$ cat config.mk
export PLATFORM = sky130hd
export DESIGN_NAME = plti_front
export DESIGN_NICKNAME = d
export VERILOG_FILES = /design/src/rtl/core/plti_pkg.sv /design/src/rtl/core/plti_front.sv
export SDC_FILE = /design/constraint.sdc
export NUM_CORES = 1
export LEC_CHECK = 0
export BUFFER_PORTS_ARGS = -buffer_cell sky130_fd_sc_hd__buf_2
export CORE_ASPECT_RATIO = 1.75
export CORE_UTILIZATION = 30
export DETAILED_ROUTE_END_ITERATION = 7
export GPL_TIMING_DRIVEN = 0
export HOLD_SLACK_MARGIN = 0.03
export SLEW_MARGIN = 40
export SYNTH_ARGS = -nofsm -noshare
export SYNTH_HDL_FRONTEND = slang
export SYNTH_SLANG_ARGS = --single-unit
export TNS_END_PERCENT = 5
$ cat constraint.sdc
create_clock -name clk_i -period 12.9 [get_ports clk_i]
set_input_delay 0 -clock clk_i [delete_from_list [all_inputs] [get_ports clk_i]]
set_output_delay 0 -clock clk_i [all_outputs]
set_load 0.02 [all_outputs]
$ cat src/rtl/core/plti_pkg.sv
`timescale 1ns / 1ps
package plti_pkg;

  localparam int DATA_W = 32;
  localparam int IDX_W = 8;
  localparam int PIU_W = 9;
  localparam int ST_W = 3;
  localparam int DEF_TABLE_DEPTH = 256;

  localparam logic [ST_W-1:0] ST_OK        = 3'd0;
  localparam logic [ST_W-1:0] ST_CLAMPED   = 3'd1;
  localparam logic [ST_W-1:0] ST_EMPTY     = 3'd2;
  localparam logic [ST_W-1:0] ST_UNORDERED = 3'd3;
  localparam logic [ST_W-1:0] ST_BEYOND    = 3'd4;

  typedef enum logic [1:0] {
    CLS_LOAD  = 2'd0,
    CLS_SKIP  = 2'd1,
    CLS_QUERY = 2'd2,
    CLS_EMPTY = 2'd3
  } cls_e;

  typedef struct packed {
    cls_e                     cls;
    logic [IDX_W-1:0]         idx;
    logic signed [DATA_W-1:0] gp;
    logic signed [DATA_W-1:0] tv;
    logic signed [DATA_W-1:0] qx;
  } cmd_t;

endpackage

$ cat src/rtl/core/plti_front.sv
`timescale 1ns / 1ps
module plti_front #(
  parameter int NW = 9
) (
  input  logic                              clk_i,
  input  logic                              rst_ni,
  input  logic                              start,
  output logic                              busy,
  input  logic                              op_i,
  input  logic [plti_pkg::IDX_W-1:0]        entry_index_i,
  input  logic signed [plti_pkg::DATA_W-1:0] grid_point_i,
  input  logic signed [plti_pkg::DATA_W-1:0] table_value_i,
  input  logic signed [plti_pkg::DATA_W-1:0] query_x_i,
  input  logic [NW-1:0]                     n_used_i,
  output logic                              cmd_valid_o,
  output plti_pkg::cmd_t                    cmd_o,
  input  logic                              cmd_ready_i
);

  plti_pkg::cmd_t q_mem_q [2];
  plti_pkg::cmd_t in_cmd;
  logic           wr_ptr_q, wr_ptr_d, rd_ptr_q, rd_ptr_d;
  logic [1:0]     cnt_q, cnt_d;
  logic           push, pop;

  assign busy = (cnt_q == 2'd2);
  assign push = start && !busy;
  assign cmd_valid_o = (cnt_q != 2'd0);
  assign pop = cmd_valid_o && cmd_ready_i;
  assign cmd_o = q_mem_q[rd_ptr_q];

  // classify on entry; the user must change points_in_use only while idle, the block does not enforce it
  always_comb begin
    in_cmd.idx = entry_index_i;
    in_cmd.gp  = grid_point_i;
    in_cmd.tv  = table_value_i;
    in_cmd.qx  = query_x_i;
    if (!op_i) begin
      in_cmd.cls = (NW'(entry_index_i) >= n_used_i) ? plti_pkg::CLS_SKIP : plti_pkg::CLS_LOAD;
    end else begin
      in_cmd.cls = (n_used_i == '0) ? plti_pkg::CLS_EMPTY : plti_pkg::CLS_QUERY;
    end
  end

  always_comb begin
    wr_ptr_d = push ? !wr_ptr_q : wr_ptr_q;
    rd_ptr_d = pop ? !rd_ptr_q : rd_ptr_q;
    cnt_d = cnt_q + 2'(push) - 2'(pop);
  end

  always_ff @(posedge clk_i or negedge rst_ni) begin
    if (!rst_ni) begin
      wr_ptr_q <= 1'b0;
      rd_ptr_q <= 1'b0;
      cnt_q <= 2'd0;
    end else begin
      wr_ptr_q <= wr_ptr_d;
      rd_ptr_q <= rd_ptr_d;
      cnt_q <= cnt_d;
    end
  end

  always_ff @(posedge clk_i) begin
    if (push) begin
      q_mem_q[wr_ptr_q] <= in_cmd;
    end
  end

endmodule

# Yosys cells after proc, flatten, opt, wreduce, memory -nomap -nowiden

Memory sizes are Yosys's and may differ from the RTL's.
Index checks and enable logic that the tools add are counted.
W data, S select, Z words.

Output and inout port bits: 108
Bits in registers: 4
Bits of input ports: 118
Memories kept: 1
Word-level logic and storage cells: 20
Bits in writable memories: 212

Memory list:

| memory  | words | bits a word | read ports | clocked after memory_dff | write ports | line             | source |
|---|---|---|---|---|---|---|---|
| q_mem_q | 2     | 106         | 1          | 0                        | 1           | plti_front.sv:20 | `plti_pkg::cmd_t q_mem_q [2];` |

Reductions and logical operators: 7
$add $sub $neg: 2
Equal/unequal tests: 1
Mux-type cells: 5
$lt $le $gt $ge: 1

Operators by type and width:

| cell                 | count |
|---|---|
| $ge A8 B9 Y1         | 1 |
| $logic_not A9 Y1     | 1 |
| $mux W1              | 4 |
| $logic_not A1 Y1     | 3 |
| $add A2 B1 Y2        | 1 |
| $eq A2 B2 Y1 const B | 1 |
| $logic_and A1 B1 Y1  | 2 |
| $mux W2              | 1 |
| $reduce_bool A2 Y1   | 1 |
| $sub A2 B1 Y2        | 1 |

# Logic depth before layout (Yosys ltp)

Gate-level depths: netlist of run 1.

Depth in word-level cells: 5
Depth in mapped cells: 7
Mapped depth without buffers: 7

# Worst setup path before layout of run 1

OpenSTA, ideal clock, no wires.

Kind: reg2reg
Start: register cnt_q[1]
End: memory q_mem_q[0][0] (netlist bit), enable pin
Period minus slack after synthesis: 5571 ps
Data required time: 12328 ps
Library setup time: 572 ps
Cell stages (with the launch flop): 4
Buffers on the path: 0
Setup slack: 7329 ps
Arrival: 4999 ps
Path through: dfrtp_1 > nand2b_1 > nand2_1 > nor2_1

Word-level cells in the longest chain between the ends: 5

RTL lines:

| item                          | line             | source |
|---|---|---|
| start, declared               | plti_front.sv:23 | `logic [1:0] cnt_q, cnt_d;` |
| start signal, assigned        | plti_front.sv:59 | `cnt_q <= cnt_d;` |
| $eq A2 B2 Y1                  | plti_front.sv:26 | `assign busy = (cnt_q == 2'd2);` |
| $logic_not A1 Y1              | plti_front.sv:27 | `assign push = start && !busy;` |
| $logic_and A1 B1 Y1           | plti_front.sv:27 |  |
| $mux W1                       | plti_front.sv:64 | `if (push) begin` |
| $mux W1 (not written as such) | plti_front.sv:65 | `q_mem_q[wr_ptr_q] <= in_cmd;` |
| end, declared                 | plti_front.sv:20 |  |

Every way passes these cells.

==> flow_metrics.py, run 1 <==
metrics = {
    "worst_setup_path": {
        "crit_path_start_kind": "flip-flop",
        "end_kind": "primary output",
        "crit_required_ns": 12.90,
        "critical_path_arrival_ns": 2.41,
        "critical_path_class": "flip-flop to primary output",
        "cp_max_fo": 10,
    },
    "clock_tree": {
        "cts_tree": "yes",
        "h-tree-depth": 1,
        "cts.sinks": 216,
        "cts_buffers": 21,
        "clkLatencyLatePin_ns": 0.50,
        "cts_resized": 0,
        "cts.root.buffer_cell": "clkbuf_16",
        "clkTransAtPathRegs_ns": 0.06,
        "clk_path_buf_depth": 3,
    },
    "pwr": {
        "total_power_mw": 2.398,
        "powerDensity_nw_per_um2": 207.7,
        "total_leakage_power_nw": 4.427,
        "peakVddDrop_v": 0.0001409,
    },
    "logic_synthesis": {
        "syn-num-nets": 506,
        "synth.distinct_cells": 28,
        "syn_inst": 378,
        "ys_warn_count": 0,
        "ys_ff_latch": 216,
        "syn_avg_cell_area_um2": 21.32,
        "synthTopCellsByArea": "edfxtp_1, mux2_1, ha_1",
        "ys_seq_area_frac": 0.8022,
        "synth_top_area_share": 0.7898,
        "syn_area_um2": 8060,
        "yosysTopAreaCell": "edfxtp_1",
    },
    "routing": {
        "via_per_inst": 4.376,
        "drc": 0,
        "ant_nets": 0,
        "drt_iter0_drc": 160,
        "num_vias": 4730,
        "wl_per_cell_um": 16.50,
        "drt-pass1-iter-count": 4,
        "postRouteWirelength_um": 17840,
    },
    "sta": {
        "tightest_slew_ns": 0.5903,
        "fin_crit_ns": 2.408,
        "worst_clock_skew_ns": 0.006110,
        "rsz0062_at_grt": "no",
        "timing.slew.headroom": 0.6056,
        "finalSetupTns_ns": 0,
        "hold_viol": 0,
        "setup_viol_count_final": 0,
        "hold_slack_ns": 0.2261,
        "fmax_ghz": 0.4153,
        "fin_crit_sh": 0.1867,
        "slew_viol_final": 0,
        "setup_ws_ns": 10.49,
    },
    "min_path": {
        "min_path_type": "input port to flip-flop",
    },
    "finish": {
        "antenna_cells": 0,
        "final_nets": 874,
        "instances_no_fill": 1081,
        "final_common_cell": "buf_2",
        "utilization": 0.4358,
        "syn_to_final_growth_pct": 43.23,
        "drive_above_1_share": 0.3633,
        "stdcell_area_um2": 11540,
        "layout_common_cells": "buf_2, edfxtp_1, dlygate4sd3_1",
        "nFillCells": 2337,
        "final-seq-area_um2": 6466,
        "multi_input_area_um2": 1495,
    },
    "global_route": {
        "overflow": 0,
        "grt_pass1_wl_um": 26590,
        "antenna_found_initial": 1,
        "grt_pass1_vias": 5093,
        "grt_max_degree": 37,
        "grtUsageTotal": 0.1278,
    },
    "outcome": {
        "status": "finished, final reports clean",
    },
    "flow_run": {
        "maxCapViolations": 0,
    },
    "floorplanning": {
        "die_x_um": 125.9,
        "die_y_um": 218.8,
        "core_area_um2": 26490,
        "placement_rows": 79,
        "ios": 226,
        "start_util": 0.3043,
        "die_area_um2": 27550,
    },
    "placed_design": {
        "io_buffers": 225,
        "gp_congestion": 0.6856,
        "post-place-cells": 936,
        "dp_slack_ns": 10.89,
        "place_area_um2": 9804,
        "place.detailed.hpwl_um": 12310,
    },
}
-- layer usage --
metal / up-vias / wire (um) / track usage
met3: 47 / 816 / 0.01999
li1: 2218 / - / -
met4: 2 / 801 / 0.07229
met5: - / 15 / 0
met1: 2298 / 5855 / 0.1157
met2: 165 / 10350 / 0.2613
-- flip-flops by register name (all words and copies together) (netlist names) --
| register | cells |
|---|---|
| cnt_q | 2 |
| q_mem_q | 212 |
| rd_ptr_q | 1 |
| wr_ptr_q | 1 |
-- timing repair --
item | in CTS | in global routing
setup endpoints to repair | 0 | 0
hold endpoints to repair | 221 | 0
hold buffers | 111 | 0
setup buffers | 0 | 0
-- worst max-delay path, stage by stage, from the launching register on --
cell	delay, ns
dfrtp_1	0.32
clkbuf_1	0.41
buf_2	0.39
buf_4	0.27
mux2_1	0.35
buf_2	0.17
-- cell type report --
type / instances / share of cell area
Timing Repair Buffer: 345 / 0.2111
Multi-Input combinational cell: 138 / 0.1295
Clock inverter: 8 / 0.007370
Sequential cell: 216 / 0.5601
Clock buffer: 26 / 0.04714
Inverter: 12 / 0.003902
Tap cell: 324 / 0.03511
Buffer: 12 / 0.005744
-- kinds of logic after synthesis --
kind of cell	share of synthesized area
AO/OA/AOI/OAI	0.007140
XOR/XNOR	0.004347
adder cells (fa/ha/maj)	0.01552
buffers and inverters	0.01381
flip-flops	0.8022
multiplexers	0.1481
AND/OR/NAND/NOR	0.008850
-- Yosys cell counts --
cell type,number
a211oi_1,1
a21o_1,1
a221o_1,1
a221oi_2,1
and2_1,1
and3_1,1
buf_2,8
buf_4,3
clkbuf_1,1
dfrtp_1,4
edfxtp_1,212
ha_1,10
inv_1,12
mux2_1,106
nand2_1,1
nand2b_1,1
nand3_1,1
nand4_1,1
nor2_1,1
nor3_2,1
nor4_1,1
o21a_1,1
o21ai_0,1
o21ai_1,1
or2_1,1
or4_4,1
xnor2_1,3
xor2_1,1
-- path summary, 6_finish.rpt --
check,depth (start not counted),to,slack [ns],start
setup / recovery,5,cmd_o[89],10.49,rd_ptr_q
hold / removal,2,q_mem_q[1][63],0.23,table_value_i[31]
setup reg to reg,5,q_mem_q[0][23],10.93,cnt_q[0]
hold reg to reg,1,cnt_q[1],0.49,cnt_q[1]
max in group asynchronous,3,rd_ptr_q,12.30,rst_ni
min in group asynchronous,3,cnt_q[0],0.43,rst_ni
-- power breakdown --
group | switching (mW) | leakage (nW) | internal [mW] | total, mW
registers | 0.0314 | 2.02 | 0.957 | 0.988
logic | 0.516 | 2.10 | 0.315 | 0.830
clock network | 0.243 | 0.307 | 0.336 | 0.579
Power figures use the tool's default switching activity.
==> run 2, diff against run 1 <==
clock period = 2.2 ns   (was 12.9 ns; I/O delays follow)
==> flow_metrics.py, run 2 (synthesis gave the netlist of run 1 again) <==
metrics = {
    "outcome": {
        "status": "finished, final reports clean",
    },
    "global_route": {
        "grt_max_degree": 37,
        "antenna_found_initial": 3,
        "grt_pass1_vias": 5091,
        "grt_pass1_wl_um": 27120,
        "overflow": 0,
        "grtUsageTotal": 0.1299,
    },
    "clock_tree": {
        "cts.root.buffer_cell": "clkbuf_16",
        "clk_path_buf_depth": 3,
        "clkTransAtPathRegs_ns": 0.07,
        "cts_buffers": 21,
        "cts_tree": "yes",
        "cts.sinks": 216,
        "clkLatencyLatePin_ns": 0.51,
        "h-tree-depth": 1,
    },
    "routing": {
        "num_vias": 4754,
        "ant_nets": 0,
        "drt_iter0_drc": 151,
        "wl_per_cell_um": 16.70,
        "drt-pass1-iter-count": 4,
        "via_per_inst": 4.365,
        "drc": 0,
        "postRouteWirelength_um": 18190,
    },
    "floorplanning": {
        "die_y_um": 218.8,
        "core_area_um2": 26490,
        "die_area_um2": 27550,
        "placement_rows": 79,
        "die_x_um": 125.9,
        "start_util": 0.3043,
        "ios": 226,
    },
    "finish": {
        "multi_input_area_um2": 1498,
        "final_nets": 876,
        "nFillCells": 2359,
        "largest_reg_flops": 212,
        "drive_above_1_share": 0.3788,
        "top_regs": "q_mem_q (212), cnt_q (2)",
        "utilization": 0.4368,
        "syn_to_final_growth_pct": 43.56,
        "regMostFlops": "q_mem_q",
        "layout_common_cells": "buf_2, edfxtp_1, dlygate4sd3_1",
        "final_common_cell": "buf_2",
        "final-seq-area_um2": 6467,
        "instances_no_fill": 1089,
    },
    "worst_setup_path": {
        "critical_path_class": "flip-flop to primary output",
        "critical_path_arrival_ns": 2.01,
        "cp_max_fo": 10,
        "end_kind": "primary output",
        "critPathMostFrequentCell": "buf_4",
        "critPathBufInv": 3,
        "crit_path_start_kind": "flip-flop",
        "slowest_stage": "dfrtp_2",
        "slowest_delay_ns": 0.48,
        "worstPathCellList": "buf_4 > buf_4 > mux2_1 > buf_2",
        "crit_family": "buffers and inverters",
        "crit_required_ns": 2.20,
    },
    "placed_design": {
        "gp_congestion": 0.7022,
        "dp_slack_ns": 0.1016,
        "post-place-cells": 936,
        "place.detailed.hpwl_um": 12480,
        "io_buffers": 225,
    },
    "sta": {
        "fmax_ghz": 0.4972,
        "fin_crit_ns": 2.011,
        "timing.slew.headroom": 0.7783,
        "worst_clock_skew_ns": 0.01153,
        "setup_viol_count_final": 0,
        "setup_ws_ns": 0.1889,
        "hold_viol": 0,
        "tightest_slew_ns": 0.3325,
        "slew_viol_final": 0,
        "rsz0062_at_grt": "no",
        "fin_crit_sh": 0.9141,
    },
    "flow_run": {
        "maxCapViolations": 0,
    },
    "pwr": {
        "total_leakage_power_nw": 4.448,
        "peakVddDrop_v": 0.0008129,
        "powerDensity_nw_per_um2": 1221,
        "total_power_mw": 14.13,
    },
    "min_path": {
        "min_path_type": "input port to flip-flop",
    },
}
==> run 2: layout make-up <==
type / count / share of cell area
Timing Repair Buffer: 348 / 0.2100
Inverter: 12 / 0.003893
Clock inverter: 15 / 0.009732
Clock buffer: 23 / 0.04693
Sequential cell: 216 / 0.5589
Antenna cell: 2 / 0.0004325
Multi-Input combinational cell: 138 / 0.1294
Buffer: 11 / 0.005623
Tap cell: 324 / 0.03503
==> run 2: metal layers <==
metal	track usage	vias up	part of all wire	wire, um
met5	0	-	0.00071	13
met4	0.07149	2	0.043	789
met3	0.02316	42	0.047	860
met2	0.2589	145	0.58	10480
met1	0.1224	2332	0.33	6039
li1	-	2233	-	-
==> run 2: report_power, final <==
| group | switching (mW) | internal, mW | total, mW |
|---|---|---|---|
| combinational | 3.01 | 1.83 | 4.85 |
| clock | 1.54 | 1.92 | 3.46 |
| sequential | 0.212 | 5.61 | 5.82 |
==> run 2: path summary, 6_finish.rpt <==
| check | cells after the start | to | startpoint | slack, ns |
|---|---|---|---|---|
| worst max-delay path | 4 | cmd_o[72] | rd_ptr_q | 0.19 |
| worst min-delay path | 2 | q_mem_q[0][5] | query_x_i[5] | 0.21 |
| worst max register to register | 4 | q_mem_q[1][73] | cnt_q[1] | 0.44 |
| worst min register to register | 1 | cnt_q[1] | cnt_q[1] | 0.49 |
| max in group asynchronous | 3 | rd_ptr_q | rst_ni | 1.62 |
| min in group asynchronous | 3 | rd_ptr_q | rst_ni | 0.39 |
==> run 2: repair_timing <==
action / CTS / global route
endpoints found under the setup margin: 106 / 19
gates resized for setup: 2 / 0
pin swaps: 0 / 1
hold endpoints to repair: 231 / 0
buffers inserted: 0 / 3
hold buffers: 111 / 0
==> run 2: worst reg2reg max path: cells and delay by family, from the launching register on <==
family / cells / cell delay [ns]
and+or+nand+nor: 2 / 0.56
DFF: 1 / 0.40
buffers and inverters: 2 / 0.48
==> run 2: stage by stage <==
| step | area (um2) | TNS, ns | hold WS [ns] |
|---|---|---|---|
| 2_1_floorplan | 8071 | -50.94 | -0.2956 |
| 3_3_place_gp | 9603 | -249.82 | -0.1840 |
| 3_5_place_dp | 9777 | 0 | -0.1841 |
| 4_1_cts | 11540 | 0 | 0.1775 |
| 5_1_grt | 11570 | 0 | 0.1975 |
| 6_report | 11570 | 0 | 0.2117 |
